$ cat src/rtl/fta_pkg.sv
package fta_pkg;

  // Fixed field widths.
  localparam int unsigned COORD_W  = 12;
  localparam int unsigned THRESH_W = 8;
  localparam int unsigned TRACK_W  = 5;

  // Default table size per bank.
  localparam int unsigned MAX_FACES_DEF = 16;

  // Arithmetic widths of the distance pipeline.
  localparam int unsigned PROD_W   = 2 * COORD_W;
  localparam int unsigned DIST_W   = PROD_W + 1;
  localparam int unsigned NW_W     = THRESH_W + COORD_W;
  localparam int unsigned LIMIT_W  = THRESH_W + 2 * COORD_W;
  localparam int unsigned SCALED_W = DIST_W + THRESH_W;

  // Cycles from a table read issue to the best-candidate update.
  localparam int unsigned PIPE_LAT = 4;
  localparam int unsigned DRAIN_W  = $clog2(PIPE_LAT);

  // Configuration port.
  localparam int unsigned APB_AW = 3;
  localparam int unsigned APB_DW = 32;
  localparam logic REG_THRESH_NUM = 1'b0;
  localparam logic REG_THRESH_DEN = 1'b1;
  localparam logic [THRESH_W-1:0] THRESH_NUM_RST = 8'd1;
  localparam logic [THRESH_W-1:0] THRESH_DEN_RST = 8'd5;

  // Request and result codes.
  localparam logic FUNC_DETECT    = 1'b0;
  localparam logic FUNC_FRAME_END = 1'b1;
  localparam logic KIND_VERDICT   = 1'b0;
  localparam logic KIND_FRAME_END = 1'b1;

  typedef enum logic [1:0] {
    ST_IDLE,
    ST_SCAN,
    ST_DRAIN,
    ST_COMMIT
  } fta_state_e;

  // Controller to datapath.
  typedef struct packed {
    logic in_ready;
    logic load;
    logic issue;
    logic commit;
  } fta_cmd_t;

  // Datapath and channels to controller.
  typedef struct packed {
    logic in_valid;
    logic in_frame_end;
    logic scan_last;
    logic out_free;
  } fta_status_t;

endpackage

$ cat src/rtl/fta_if.sv
// Request channel: one detection box or an end-of-frame marker.
interface fta_in_if;
  logic                        valid;
  logic                        ready;
  logic                        func;
  logic [fta_pkg::COORD_W-1:0] det_x;
  logic [fta_pkg::COORD_W-1:0] det_y;
  logic [fta_pkg::COORD_W-1:0] det_width;
  logic [fta_pkg::COORD_W-1:0] det_height;
  logic                        passes_check;

  modport source (
    output valid, func, det_x, det_y, det_width, det_height, passes_check,
    input  ready
  );
  modport sink (
    input  valid, func, det_x, det_y, det_width, det_height, passes_check,
    output ready
  );
endinterface

// Result channel: one verdict or acknowledgement per request.
interface fta_out_if;
  logic                        valid;
  logic                        ready;
  logic                        result_kind;
  logic                        matched;
  logic [fta_pkg::COORD_W-1:0] kept_x;
  logic [fta_pkg::COORD_W-1:0] kept_y;
  logic                        stored;
  logic                        overflow;
  logic [fta_pkg::TRACK_W-1:0] tracked_count;

  modport source (
    output valid, result_kind, matched, kept_x, kept_y, stored, overflow, tracked_count,
    input  ready
  );
  modport sink (
    input  valid, result_kind, matched, kept_x, kept_y, stored, overflow, tracked_count,
    output ready
  );
endinterface

$ cat src/rtl/fta_ram.sv
module fta_ram #(
  parameter int unsigned WIDTH = 24,
  parameter int unsigned DEPTH = 32
) (
  input  logic                     clk_i,
  input  logic                     we_i,
  input  logic [$clog2(DEPTH)-1:0] waddr_i,
  input  logic [WIDTH-1:0]         wdata_i,
  input  logic [$clog2(DEPTH)-1:0] raddr_i,
  output logic [WIDTH-1:0]         rdata_o
);

  logic [WIDTH-1:0] mem_q [DEPTH];

  // One write port and one registered read port.
  always_ff @(posedge clk_i) begin
    if (we_i) begin
      mem_q[waddr_i] <= wdata_i;
    end
    rdata_o <= mem_q[raddr_i];
  end

endmodule

$ cat src/rtl/fta_ctrl.sv
module fta_ctrl (
  input  logic                 clk_i,
  input  logic                 rst_ni,
  input  fta_pkg::fta_status_t status_i,
  output fta_pkg::fta_cmd_t    cmd_o
);

  fta_pkg::fta_state_e          state_q, state_d;
  logic [fta_pkg::DRAIN_W-1:0]  drain_q, drain_d;
  logic                         drain_last;

  assign drain_last = (drain_q == fta_pkg::DRAIN_W'(fta_pkg::PIPE_LAT - 1));

  // Next state and drain counter.
  always_comb begin
    state_d = state_q;
    drain_d = drain_q;
    case (state_q)
      fta_pkg::ST_IDLE: begin
        drain_d = '0;
        if (status_i.in_valid) begin
          state_d = status_i.in_frame_end ? fta_pkg::ST_COMMIT : fta_pkg::ST_SCAN;
        end
      end
      fta_pkg::ST_SCAN: begin
        if (status_i.scan_last) begin
          state_d = fta_pkg::ST_DRAIN;
        end
      end
      fta_pkg::ST_DRAIN: begin
        drain_d = drain_q + 1'b1;
        if (drain_last) begin
          state_d = fta_pkg::ST_COMMIT;
        end
      end
      fta_pkg::ST_COMMIT: begin
        if (status_i.out_free) begin
          state_d = fta_pkg::ST_IDLE;
        end
      end
      default: state_d = fta_pkg::ST_IDLE;
    endcase
  end

  // Commands to the datapath.
  always_comb begin
    cmd_o = '0;
    case (state_q)
      fta_pkg::ST_IDLE: begin
        cmd_o.in_ready = 1'b1;
        cmd_o.load     = status_i.in_valid;
      end
      fta_pkg::ST_SCAN:   cmd_o.issue  = 1'b1;
      fta_pkg::ST_DRAIN:  cmd_o        = '0;
      fta_pkg::ST_COMMIT: cmd_o.commit = status_i.out_free;
      default:            cmd_o        = '0;
    endcase
  end

  always_ff @(posedge clk_i or negedge rst_ni) begin
    if (!rst_ni) begin
      state_q <= fta_pkg::ST_IDLE;
      drain_q <= '0;
    end else begin
      state_q <= state_d;
      drain_q <= drain_d;
    end
  end

endmodule

$ cat src/rtl/fta_dp.sv
module fta_dp #(
  parameter int unsigned MAX_FACES = fta_pkg::MAX_FACES_DEF
) (
  input  logic                          clk_i,
  input  logic                          rst_ni,
  input  fta_pkg::fta_cmd_t             cmd_i,
  input  logic [fta_pkg::THRESH_W-1:0]  thresh_num_i,
  input  logic [fta_pkg::THRESH_W-1:0]  thresh_den_i,
  fta_in_if.sink                        in_if_i,
  fta_out_if.source                     out_if_o,
  output logic                          scan_last_o,
  output logic                          out_free_o
);

  localparam int unsigned DEPTH = 2 * MAX_FACES;
  localparam int unsigned AW    = $clog2(DEPTH);
  localparam int unsigned IDX_W = (MAX_FACES > 1) ? $clog2(MAX_FACES) : 1;
  localparam int unsigned CNT_W = $clog2(MAX_FACES + 1);
  localparam int unsigned CW    = fta_pkg::COORD_W;

  // Request registers.
  logic                        func_q, check_q;
  logic [CW-1:0]               x_q, y_q, w_q, h_q;

  // Threshold limit num*w*h, built through nw_q and then limit_q after a load.
  logic [fta_pkg::NW_W-1:0]    nw_q;
  logic [fta_pkg::LIMIT_W-1:0] limit_q;

  // Table state.
  logic [DEPTH-1:0]            live_q, live_d;
  logic                        bank_q, bank_d;
  logic [CNT_W-1:0]            cnt_q, cnt_d;
  logic [IDX_W-1:0]            idx_q;

  // Scan pipeline.
  logic                        v1_q, v2_q, v3_q, v4_q;
  logic [IDX_W-1:0]            idx1_q, idx2_q, idx3_q, idx4_q;
  logic [CW-1:0]               sx2_q, sy2_q, sx3_q, sy3_q, sx4_q, sy4_q;
  logic [fta_pkg::PROD_W-1:0]  p1_d, p2_d, p1_q, p2_q;
  logic [fta_pkg::DIST_W-1:0]  d3_q, d4_q;
  logic [fta_pkg::SCALED_W-1:0] sc4_d, sc4_q;
  logic [CW-1:0]               dx, dy, sx1, sy1;

  // Best candidate.
  logic                        found_q, hit;
  logic [fta_pkg::DIST_W-1:0]  bestd_q;
  logic [IDX_W-1:0]            best_q;
  logic [CW-1:0]               bestx_q, besty_q;

  // Memory ports.
  logic [AW-1:0]               raddr, waddr, best_addr;
  logic [2*CW-1:0]             rdata, wdata;
  logic                        we;

  // Commit decisions.
  logic                        take, full;
  logic [CW-1:0]               kx, ky;

  // Result register.
  logic                        out_valid_q;
  logic                        kind_q, matched_q, stored_q, ovf_q;
  logic [CW-1:0]               kept_x_q, kept_y_q;
  logic [fta_pkg::TRACK_W-1:0] track_q;

  assign in_if_i.ready = cmd_i.in_ready;
  assign scan_last_o   = (idx_q == IDX_W'(MAX_FACES - 1));
  assign out_free_o    = !out_valid_q || out_if_o.ready;

  // Old bank is selected by bank_q, new bank by its inverse.
  assign raddr     = bank_q ? AW'(MAX_FACES) + AW'(idx_q) : AW'(idx_q);
  assign best_addr = bank_q ? AW'(MAX_FACES) + AW'(best_q) : AW'(best_q);
  assign waddr     = bank_q ? AW'(cnt_q) : AW'(MAX_FACES) + AW'(cnt_q);

  fta_ram #(
    .WIDTH (2 * CW),
    .DEPTH (DEPTH)
  ) u_ram (
    .clk_i   (clk_i),
    .we_i    (we),
    .waddr_i (waddr),
    .wdata_i (wdata),
    .raddr_i (raddr),
    .rdata_o (rdata)
  );

  // Stage 1: absolute differences and the two cross products.
  assign sx1  = rdata[CW-1:0];
  assign sy1  = rdata[2*CW-1:CW];
  assign dx   = (x_q >= sx1) ? x_q - sx1 : sx1 - x_q;
  assign dy   = (y_q >= sy1) ? y_q - sy1 : sy1 - y_q;
  assign p1_d = dx * h_q;
  assign p2_d = dy * w_q;

  // Stage 3: scale the distance by the threshold denominator.
  assign sc4_d = d3_q * thresh_den_i;

  // Stage 4: strict threshold and strict improvement keep the earliest on ties.
  assign hit = v4_q && (sc4_q < fta_pkg::SCALED_W'(limit_q)) &&
               (!found_q || (d4_q < bestd_q));

  // Commit decisions for a detection.
  assign take  = found_q || check_q;
  assign full  = (cnt_q >= CNT_W'(MAX_FACES));
  assign kx    = found_q ? bestx_q : x_q;
  assign ky    = found_q ? besty_q : y_q;
  assign wdata = {ky, kx};
  assign we    = cmd_i.commit && (func_q == fta_pkg::FUNC_DETECT) && take && !full;

  // Next table state on commit.
  always_comb begin
    live_d = live_q;
    bank_d = bank_q;
    cnt_d  = cnt_q;
    if (cmd_i.commit) begin
      if (func_q == fta_pkg::FUNC_FRAME_END) begin
        for (int i = 0; i < DEPTH; i++) begin
          if ((i >= MAX_FACES) == bank_q) begin
            live_d[i] = 1'b0;
          end
        end
        bank_d = ~bank_q;
        cnt_d  = '0;
      end else begin
        if (found_q) begin
          live_d[best_addr] = 1'b0;
        end
        if (take && !full) begin
          live_d[waddr] = 1'b1;
          cnt_d         = cnt_q + 1'b1;
        end
      end
    end
  end

  // Control state.
  always_ff @(posedge clk_i or negedge rst_ni) begin
    if (!rst_ni) begin
      live_q      <= '0;
      bank_q      <= 1'b0;
      cnt_q       <= '0;
      idx_q       <= '0;
      v1_q        <= 1'b0;
      v2_q        <= 1'b0;
      v3_q        <= 1'b0;
      v4_q        <= 1'b0;
      found_q     <= 1'b0;
      out_valid_q <= 1'b0;
    end else begin
      live_q <= live_d;
      bank_q <= bank_d;
      cnt_q  <= cnt_d;
      if (cmd_i.load) begin
        idx_q <= '0;
      end else if (cmd_i.issue) begin
        idx_q <= idx_q + 1'b1;
      end
      v1_q <= cmd_i.issue && live_q[raddr];
      v2_q <= v1_q;
      v3_q <= v2_q;
      v4_q <= v3_q;
      if (cmd_i.load) begin
        found_q <= 1'b0;
      end else if (hit) begin
        found_q <= 1'b1;
      end
      if (cmd_i.commit) begin
        out_valid_q <= 1'b1;
      end else if (out_if_o.ready) begin
        out_valid_q <= 1'b0;
      end
    end
  end

  // Payload registers.
  always_ff @(posedge clk_i) begin
    if (cmd_i.load) begin
      func_q  <= in_if_i.func;
      check_q <= in_if_i.passes_check;
      x_q     <= in_if_i.det_x;
      y_q     <= in_if_i.det_y;
      w_q     <= in_if_i.det_width;
      h_q     <= in_if_i.det_height;
    end
    nw_q    <= thresh_num_i * w_q;
    limit_q <= nw_q * h_q;

    idx1_q <= idx_q;
    idx2_q <= idx1_q;
    idx3_q <= idx2_q;
    idx4_q <= idx3_q;
    sx2_q  <= sx1;
    sy2_q  <= sy1;
    sx3_q  <= sx2_q;
    sy3_q  <= sy2_q;
    sx4_q  <= sx3_q;
    sy4_q  <= sy3_q;
    p1_q   <= p1_d;
    p2_q   <= p2_d;
    d3_q   <= fta_pkg::DIST_W'(p1_q) + fta_pkg::DIST_W'(p2_q);
    d4_q   <= d3_q;
    sc4_q  <= sc4_d;

    if (hit) begin
      bestd_q <= d4_q;
      best_q  <= idx4_q;
      bestx_q <= sx4_q;
      besty_q <= sy4_q;
    end

    if (cmd_i.commit) begin
      if (func_q == fta_pkg::FUNC_FRAME_END) begin
        kind_q    <= fta_pkg::KIND_FRAME_END;
        matched_q <= 1'b0;
        kept_x_q  <= '0;
        kept_y_q  <= '0;
        stored_q  <= 1'b0;
        ovf_q     <= 1'b0;
        track_q   <= fta_pkg::TRACK_W'(cnt_q);
      end else begin
        kind_q    <= fta_pkg::KIND_VERDICT;
        matched_q <= found_q;
        kept_x_q  <= kx;
        kept_y_q  <= ky;
        stored_q  <= take && !full;
        ovf_q     <= take && full;
        track_q   <= fta_pkg::TRACK_W'(cnt_d);
      end
    end
  end

  assign out_if_o.valid         = out_valid_q;
  assign out_if_o.result_kind   = kind_q;
  assign out_if_o.matched       = matched_q;
  assign out_if_o.kept_x        = kept_x_q;
  assign out_if_o.kept_y        = kept_y_q;
  assign out_if_o.stored        = stored_q;
  assign out_if_o.overflow      = ovf_q;
  assign out_if_o.tracked_count = track_q;

endmodule

$ cat src/rtl/face_track_associator.sv
// A detection request is loaded in idle, then the controller scans the old bank, drains the
// distance pipeline and commits, and the next request is taken once the result is registered.
// The scan reads one table entry per cycle through the single read port of the table memory.
// An end-of-frame request goes from idle straight to commit. A commit waits while an earlier
// result is still offered and not taken. Reset is asynchronous and active low; it empties both
// tables, selects bank zero, and loads the thresholds with 1 and 5.
module face_track_associator #(
  parameter int unsigned MAX_FACES = fta_pkg::MAX_FACES_DEF
) (
  input  logic                        clk_i,
  input  logic                        rst_ni,
  fta_in_if.sink                      in_if_i,
  fta_out_if.source                   out_if_o,
  input  logic                        psel,
  input  logic                        penable,
  input  logic                        pwrite,
  input  logic [fta_pkg::APB_AW-1:0]  paddr,
  input  logic [fta_pkg::APB_DW-1:0]  pwdata,
  output logic [fta_pkg::APB_DW-1:0]  prdata,
  output logic                        pready
);

  logic [fta_pkg::THRESH_W-1:0] thresh_num_q, thresh_den_q;
  logic                         cfg_we;
  fta_pkg::fta_cmd_t            cmd;
  fta_pkg::fta_status_t         status;
  logic                         scan_last, out_free;

  // Configuration registers, one per word.
  assign pready = 1'b1;
  assign cfg_we = psel && penable && pwrite;

  always_ff @(posedge clk_i or negedge rst_ni) begin
    if (!rst_ni) begin
      thresh_num_q <= fta_pkg::THRESH_NUM_RST;
      thresh_den_q <= fta_pkg::THRESH_DEN_RST;
    end else if (cfg_we) begin
      case (paddr[2])
        fta_pkg::REG_THRESH_NUM: thresh_num_q <= pwdata[fta_pkg::THRESH_W-1:0];
        fta_pkg::REG_THRESH_DEN: thresh_den_q <= pwdata[fta_pkg::THRESH_W-1:0];
        default: ;
      endcase
    end
  end

  // Register readback.
  always_comb begin
    case (paddr[2])
      fta_pkg::REG_THRESH_NUM: prdata = fta_pkg::APB_DW'(thresh_num_q);
      fta_pkg::REG_THRESH_DEN: prdata = fta_pkg::APB_DW'(thresh_den_q);
      default:                 prdata = '0;
    endcase
  end

  // Status gathered for the controller.
  assign status.in_valid     = in_if_i.valid;
  assign status.in_frame_end = (in_if_i.func == fta_pkg::FUNC_FRAME_END);
  assign status.scan_last    = scan_last;
  assign status.out_free     = out_free;

  fta_ctrl u_ctrl (
    .clk_i    (clk_i),
    .rst_ni   (rst_ni),
    .status_i (status),
    .cmd_o    (cmd)
  );

  fta_dp #(
    .MAX_FACES (MAX_FACES)
  ) u_dp (
    .clk_i        (clk_i),
    .rst_ni       (rst_ni),
    .cmd_i        (cmd),
    .thresh_num_i (thresh_num_q),
    .thresh_den_i (thresh_den_q),
    .in_if_i      (in_if_i),
    .out_if_o     (out_if_o),
    .scan_last_o  (scan_last),
    .out_free_o   (out_free)
  );

endmodule

$ cat src/flat_wrapper.sv
// flat-port wrapper written by rule: the top's interface ports become plain ports
module face_track_associator_flat 
#(
  parameter int unsigned MAX_FACES = fta_pkg::MAX_FACES_DEF
)
  (clk_i, rst_ni, psel, penable, pwrite, paddr, pwdata, prdata, pready, in_if_i_valid, in_if_i_func, in_if_i_det_x, in_if_i_det_y, in_if_i_det_width, in_if_i_det_height, in_if_i_passes_check, in_if_i_ready, out_if_o_valid, out_if_o_result_kind, out_if_o_matched, out_if_o_kept_x, out_if_o_kept_y, out_if_o_stored, out_if_o_overflow, out_if_o_tracked_count, out_if_o_ready);
  fta_in_if in_if_i_i ();
  fta_out_if out_if_o_i ();
  input  logic clk_i;
  input  logic rst_ni;
  input  logic psel;
  input  logic penable;
  input  logic pwrite;
  input  logic [fta_pkg::APB_AW-1:0] paddr;
  input  logic [fta_pkg::APB_DW-1:0] pwdata;
  output logic [fta_pkg::APB_DW-1:0] prdata;
  output logic pready;
  input wire logic [$bits(in_if_i_i.valid)-1:0] in_if_i_valid;
  input wire logic [$bits(in_if_i_i.func)-1:0] in_if_i_func;
  input wire logic [$bits(in_if_i_i.det_x)-1:0] in_if_i_det_x;
  input wire logic [$bits(in_if_i_i.det_y)-1:0] in_if_i_det_y;
  input wire logic [$bits(in_if_i_i.det_width)-1:0] in_if_i_det_width;
  input wire logic [$bits(in_if_i_i.det_height)-1:0] in_if_i_det_height;
  input wire logic [$bits(in_if_i_i.passes_check)-1:0] in_if_i_passes_check;
  output wire logic [$bits(in_if_i_i.ready)-1:0] in_if_i_ready;
  output wire logic [$bits(out_if_o_i.valid)-1:0] out_if_o_valid;
  output wire logic [$bits(out_if_o_i.result_kind)-1:0] out_if_o_result_kind;
  output wire logic [$bits(out_if_o_i.matched)-1:0] out_if_o_matched;
  output wire logic [$bits(out_if_o_i.kept_x)-1:0] out_if_o_kept_x;
  output wire logic [$bits(out_if_o_i.kept_y)-1:0] out_if_o_kept_y;
  output wire logic [$bits(out_if_o_i.stored)-1:0] out_if_o_stored;
  output wire logic [$bits(out_if_o_i.overflow)-1:0] out_if_o_overflow;
  output wire logic [$bits(out_if_o_i.tracked_count)-1:0] out_if_o_tracked_count;
  input wire logic [$bits(out_if_o_i.ready)-1:0] out_if_o_ready;
  assign in_if_i_i.valid = in_if_i_valid;
  assign in_if_i_i.func = in_if_i_func;
  assign in_if_i_i.det_x = in_if_i_det_x;
  assign in_if_i_i.det_y = in_if_i_det_y;
  assign in_if_i_i.det_width = in_if_i_det_width;
  assign in_if_i_i.det_height = in_if_i_det_height;
  assign in_if_i_i.passes_check = in_if_i_passes_check;
  assign in_if_i_ready = in_if_i_i.ready;
  assign out_if_o_valid = out_if_o_i.valid;
  assign out_if_o_result_kind = out_if_o_i.result_kind;
  assign out_if_o_matched = out_if_o_i.matched;
  assign out_if_o_kept_x = out_if_o_i.kept_x;
  assign out_if_o_kept_y = out_if_o_i.kept_y;
  assign out_if_o_stored = out_if_o_i.stored;
  assign out_if_o_overflow = out_if_o_i.overflow;
  assign out_if_o_tracked_count = out_if_o_i.tracked_count;
  assign out_if_o_i.ready = out_if_o_ready;
  face_track_associator #(.MAX_FACES(MAX_FACES)) u_core (.clk_i(clk_i), .rst_ni(rst_ni), .in_if_i(in_if_i_i), .out_if_o(out_if_o_i), .psel(psel), .penable(penable), .pwrite(pwrite), .paddr(paddr), .pwdata(pwdata), .prdata(prdata), .pready(pready));
endmodule
$ cat config.mk
export PLATFORM = sky130hd
export DESIGN_NAME = face_track_associator_flat
export DESIGN_NICKNAME = d
export VERILOG_FILES = /design/src/rtl/fta_pkg.sv /design/src/rtl/fta_if.sv /design/src/rtl/fta_ram.sv /design/src/rtl/fta_ctrl.sv /design/src/rtl/fta_dp.sv /design/src/rtl/face_track_associator.sv /design/src/flat_wrapper.sv
export SDC_FILE = /design/constraint.sdc
export NUM_CORES = 2
export LEC_CHECK = 0
export BUFFER_PORTS_ARGS = -buffer_cell sky130_fd_sc_hd__buf_2
export CELL_PAD_IN_SITES_DETAIL_PLACEMENT = 0
export CELL_PAD_IN_SITES_GLOBAL_PLACEMENT = 1
export CORE_AREA = 2 2 466 468
export DETAILED_ROUTE_END_ITERATION = 16
export DIE_AREA = 0 0 468 470
export PLACE_DENSITY = 0.68
export SYNTH_ARGS = -nofsm -noshare
export SYNTH_HDL_FRONTEND = slang
export SYNTH_SLANG_ARGS = --single-unit
export TNS_END_PERCENT = 30
$ cat constraint.sdc
create_clock -name clk_i -period 8.6 [get_ports clk_i]
set_clock_uncertainty 0.2 [all_clocks]
set_input_delay 1.72 -clock clk_i [delete_from_list [all_inputs] [get_ports clk_i]]
set_output_delay 1.72 -clock clk_i [all_outputs]
set_load 0.02 [all_outputs]
# Word-level counts from Yosys, hierarchy flattened
# Memory sizes are Yosys's and may differ from the RTL's. A register that Yosys moved wholly into a read port is not among the register bits.
# Index checks and enable logic that the tools add are counted.
op_classes:
  bitwise_logic: 6
  reduce_logical: 29
  eq_ne: 11
  add_sub_neg: 11
  n_mul: 5
  muxes: 44
  order_cmp: 10
ops:
  columns: ["cell", "count"]
  rows:
  - ["$mux 32", 5]
  - ["$pmux 32 s2", 1]
  - ["$mul 12x12->24", 2]
  - ["$mux 12", 4]
  - ["$sub 12x12->12", 4]
  - ["$mux 5", 7]
  - ["$lt 33x32->1", 1]
  - ["$mul 25x8->33", 1]
  - ["$and 32x32->32", 1]
  - ["$mul 20x12->32", 1]
  - ["$not 32->32", 1]
  - ["$or 32x32->32", 1]
  - ["$add 24x24->25", 1]
  - ["$lt 25x25->1", 1]
  - ["$ge 12x12->1", 2]
  - ["$mul 8x12->20", 1]
  - ["$lt 5x6->1 const B", 3]
  - ["$mux 1", 14]
  - ["$logic_and 1x1->1", 12]
  - ["$mux 2", 6]
  - ["$add 5x4->5 const A", 2]
  - ["$demux 1 s5", 2]
  - ["$ge 5x1->1 const B", 2]
  - ["$reduce_and 2->1", 5]
  - ["20 further kinds", 36]
totals:
  in_bits: 92
  reg_bits: 475
  n_memories: 1
  ramBits: 768
  out_inout_bits: 68
  word_cells: 166
mem_list:
  columns: ["name", "words", "word_bits", "rd", "rd_ports_with_merged_regs", "wr", "line", "source"]
  rows:
  - ["u_core.u_dp.u_ram.mem_q", 32, 24, 1, 1, 1, "fta_ram.sv:13", "logic [WIDTH-1:0] mem_q [DEPTH];"]

# Depth between registers and ports, before layout
logic_depth:
  word_depth: 14
  mapped_depth: 31
  ltp_nobuf: 29

# Hierarchy
# From an unflattened synthesis, not the netlist that was laid out.
hier_totals:
  hier_cells: 6198
  area_unflattened_um2: 74296.3
by_module_without_submodules:
  columns: ["module", "seq_area_each_um2", "area_each_um2", "instances", "cells_each"]
  rows:
  - ["fta_dp", 10710.3, 42595.9, 1, 4393]
  - ["fta_ram", 23542.6, 30478.0, 1, 1711]
  - ["face_track_associator", 404.1, 925.9, 1, 70]
  - ["fta_ctrl", 100.1, 296.5, 1, 24]

# Least setup slack after synthesis
# Ideal clock, no wire load.
synth_path:
  path_type: "register -> register"
  startpoint: "register u_core.u_dp.limit_q[4] (netlist bit)"
  endpoint: "register u_core.u_dp.best_q[0], enable pin"
  stages_incl_launch_ff: 10
  setup_ns: 0.595
  period_less_slack_ns: 7.490
  path_slack_ns: 1.110
  n_path_buf: 0
  arrival_ns: 6.694
  t_required_ns: 7.805
  cell_sequence: "dfxtp_1 inv_1 ha_1 a21oi_1 nor2_1 a2111oi_0 o31ai_1 a221oi_1 o21bai_1 nor4_1"
synth_via:
  elab_chain_cells: 3
synth_lines:
  columns: ["element", "line", "source"]
  rows:
  - ["start, declared", "fta_dp.sv:27", "logic [fta_pkg::LIMIT_W-1:0] limit_q;"]
  - ["start signal, assigned", "fta_dp.sv:185", "limit_q <= nw_q * h_q;"]
  - ["$lt 33x32->1", "fta_dp.sv:98", "assign hit = v4_q && (sc4_q < fta_pkg::SCALED_W'(limit_q)) &&"]
  - ["$logic_and 1x1->1 (2 in series)", "fta_dp.sv:98", null]
  - ["net u_core.u_dp.hit", "fta_dp.sv:45", "logic found_q, hit;"]
  - ["end signal, assigned", "fta_dp.sv:205", "best_q <= idx4_q;"]
  - ["end, declared", "fta_dp.sv:47", "logic [IDX_W-1:0] best_q;"]
# The timed path passes the listed nets, and every way through them passes these cells.
# A chain may end at the register's enable or synchronous reset.

# Final worst setup path
layout_path:
  startpoint: "register u_core.u_dp.y_q[0]"
  endpoint: "register u_core.u_dp.p2_q[22] (netlist bit)"
layout_via:
  elab_chain_cells: 3
  word_cells_on_any_way: 5
  cone_classes: "add/sub: 2; mul: 1; order compare: 1; mux: 1"
layout_lines:
  columns: ["element", "line", "source"]
  rows:
  - ["start, declared", "fta_dp.sv:23", "logic [CW-1:0] x_q, y_q, w_q, h_q;"]
  - ["start signal, assigned", "fta_dp.sv:180", "y_q <= in_if_i.det_y;"]
  - ["$sub 12x12->12 / $ge 12x12->1 (equally long branches)", "fta_dp.sv:90", "assign dy = (y_q >= sy1) ? y_q - sy1 : sy1 - y_q;"]
  - ["$mux 12 (*)", "fta_dp.sv:90", null]
  - ["$mul 12x12->24 (*)", "fta_dp.sv:92", "assign p2_d = dy * w_q;"]
  - ["net u_core.u_dp.p2_d, one bit", "fta_dp.sv:39", "logic [fta_pkg::PROD_W-1:0] p1_d, p2_d, p1_q, p2_q;"]
  - ["end signal, assigned", "fta_dp.sv:198", "p2_q <= p2_d;"]
  - ["end, declared", "fta_dp.sv:39", null]
# The timed path passes the listed nets; every way through them passes the cells marked *.

==> flow_summary.ini <==
[outcome]
status = finished, final reports clean

[sta]
fin_crit_sh_pct = 95.06
maxSlewHeadroom_pct = 10.40
hold_violations = 0
setup_ws_ns = 0.4249
post-route-min-period_ns = 8.175
fin_tns_setup_ns = 0
max_clock_freq_mhz = 122.3
rsz0062_at_grt = false
worst_pin_slew_ns = 1.344
finalMaxSlewViolations = 0
finalSetupViolCount = 0

[cts]
postCtsSetupRepairBufs = 0
path_clk_slew_ns = 0.07
hold_buffers = 0
clockBufferDepth = 3
cts_buffers = 134
insertion_delay_ns = 0.79
cts.htree.levels = 4
clock_sinks = 1267
cts-resized-gates = 0
root_buffer = clkbuf_16
cts_tree = built

[worst_setup_path]
critPathArrivalTime_ns = 8.63
critical_path_class = flip-flop to flip-flop
cp.required_ns = 9.06
r2r_start = u_core.u_dp.y_q[0]$_DFFE_PP_
crit_path_start = u_core.u_dp.y_q[0]$_DFFE_PP_
start_kind = flip-flop
cp-end-kind = flip-flop
path_max_fanout = 12

[final_layout]
multi_input_area_um2 = 36210
fillers = 20440
seq_area_um2 = 34770
stdcell_count = 8884
layout_commonest_cell = edfxtp_1
layout-drive-gt1-share_pct = 13.73
design_area_um2 = 83400
area_growth_pct = 11.59
fin_nets = 7016
layout_common_cells = edfxtp_1, inv_1, nand2_1

[yosys]
yosys_warnings = 0
avgSynthCellArea_um2 = 12.77
synth_top_family_by_area = adder cells
yosysTopAreaCell = edfxtp_1
synth_cell_type_count = 90
synth.area.top_cells = edfxtp_1, fa_1, dfxtp_1
ys_seq_area_share_pct = 46.50
synth_top_area_share_pct = 36.32
ys.flop_type = edfxtp_1
ys_async_sr_fraction_pct = 5.367
synth_adder_area_share_pct = 22.68
synth_edf_count = 904
synthCells = 5852
synthMuxAreaShare_pct = 9.115
synth_compound_area_share_pct = 5.556
synth-simple-area-share_pct = 8.935
syn-cell-area_um2 = 74740
synthXorXnorAreaFrac_pct = 1.559
ys_ff_latch = 1267

[routing]
via_per_inst = 5.022
drtIter0Drc = 3263
drt.antenna.violating_nets = 0
wirelength_mm = 184.9
firstDrtPassIters = 5
drc = 0
wl_per_cell_um = 20.81
vias = 44620

[global_routing]
grt_max_degree = 143
grt_pass1_wl_mm = 283.8
overflow = 0
track_usage_pct = 16.92
first_global_vias = 46530
grt_antenna_before_repair = 12

[placement]
io_buffer_count = 108
place_area_um2 = 78680
gp_congestion = 0.8469
place_ws_ns = 0.5277
placed_cells = 8637
hpwl_mm = 125.1

[floorplan]
dieArea_um2 = 220000
initial_core_util_pct = 34.65
die_y_um = 470
core_area_um2 = 215700
dieWidth_um = 468
num_rows = 171
ios = 160

[job]
max_cap_violations = 0

[worst_hold_path]
hp-class = flip-flop to flip-flop
min_from = u_core.u_dp.sy2_q[4]$_DFF_P_
## cell usage after synthesis (27+ instances only)
cell / number
nor3_1: 29
nand2b_1: 59
buf_4: 29
mux4_2: 250
inv_1: 774
xnor2_1: 86
nand2_1: 666
dfxtp_1: 295
buf_2: 42
dfrtp_1: 65
nor2b_1: 68
mux2_2: 66
fa_1: 583
nand3_1: 35
a21oi_1: 171
nor2_1: 129
edfxtp_1: 904
a21o_1: 82
xor2_1: 47
o21ai_0: 152
nand4_1: 34
ha_1: 422
mux2i_1: 30
a211oi_1: 27
clkbuf_1: 206
and2_1: 295
## metal layers
| metal | vias to the layer above | track usage (%) | part of all wire, % |
|---|---|---|---|
| met4 | 6 | 4.362 | 2.4 |
| met1 | 23270 | 22.16 | 42 |
| met3 | 227 | 2.378 | 4.6 |
| li1 | 20080 | - | - |
| met2 | 1025 | 29.31 | 51 |
| met5 | - | 0 | 0.020 |
## worst paths after layout
check | endpoint | slack, ns | cells after the start
max | u_core.u_dp.p2_q[22]$_DFF_P_ | 0.42 | 27
min | u_core.u_dp.sy3_q[4]$_DFF_P_ | 0.12 | 0
max reg2reg | u_core.u_dp.p2_q[22]$_DFF_P_ | 0.42 | 27
min reg2reg | u_core.u_dp.sy3_q[4]$_DFF_P_ | 0.12 | 0
max in group asynchronous | u_core.u_dp.bank_q$_DFFE_PN0P_ | 6.34 | 2
min in group asynchronous | u_core.thresh_den_q[5]$_DFFE_PN0P_ | 0.64 | 1
## cell type report
cell class	count	area share, %
Antenna cell	1	0.003000
Clock buffer	165	4.343
Clock inverter	81	1.283
Inverter	774	3.484
Multi-Input combinational cell	3544	43.42
Sequential cell	1267	41.69
Tap cell	2854	4.282
Timing Repair Buffer	198	1.491
## kinds of logic after synthesis
logic type                 count (synthesis)
and+or+nand+nor                         1386
DFF                                     1267
buffers and inverters                   1064
adders and majority gates               1005
AOI/OAI and AO/OA                        637
muxes                                    358
xor gates and xnor gates                 133
other                                      2
## state kept, by name, indices dropped and copies added, names as in the netlist, 20 cells and up
register,flops
u_core.u_dp.limit_q,32
u_core.u_dp.u_ram.mem_q,768
u_core.u_dp.d3_q,25
u_core.u_dp.sc4_q,33
u_core.u_dp.live_q,32
u_core.u_dp.p2_q,24
u_core.u_dp.p1_q,24
u_core.u_dp.nw_q,20
u_core.u_dp.d4_q,25
u_core.u_dp.bestd_q,25
u_core.u_dp.u_ram.rdata_o,24
## stage by stage
| stage | hold slack [ns] | utilization, % |
|---|---|---|
| 2_1_floorplan | 0.1096 | - |
| 3_3_place_gp | 0.1099 | 36.48 |
| 3_5_place_dp | 0.1121 | 36.48 |
| 4_1_cts | 0.1212 | 38.66 |
| 5_1_grt | 0.1287 | 38.67 |
| 6_report | 0.1212 | 38.67 |
## worst max-delay path, stage by stage, from the launching register on
cell and delay (ns):
edfxtp_1 0.41, inv_1 0.12, ha_1 0.17, inv_1 0.05, fa_1 0.38, a21o_1 0.21
a211oi_1 0.37, o2bb2ai_2 0.15, nor2b_4 0.38, mux2i_1 0.19, a31oi_2 0.52, mux2_1 0.42
fa_1 0.51, fa_1 0.52, inv_1 0.06, fa_1 0.49, fa_1 0.49, inv_1 0.05
fa_1 0.49, inv_1 0.05, ha_1 0.37, nand2_1 0.07, o21ai_0 0.36, nor2_1 0.08
a21oi_1 0.40, a21oi_1 0.19, a22oi_1 0.19, xor2_1 0.15
Power is left out: the tool's default activity adds up to more than one toggle a clock period on the data nets, which glitch-free logic cannot reach.
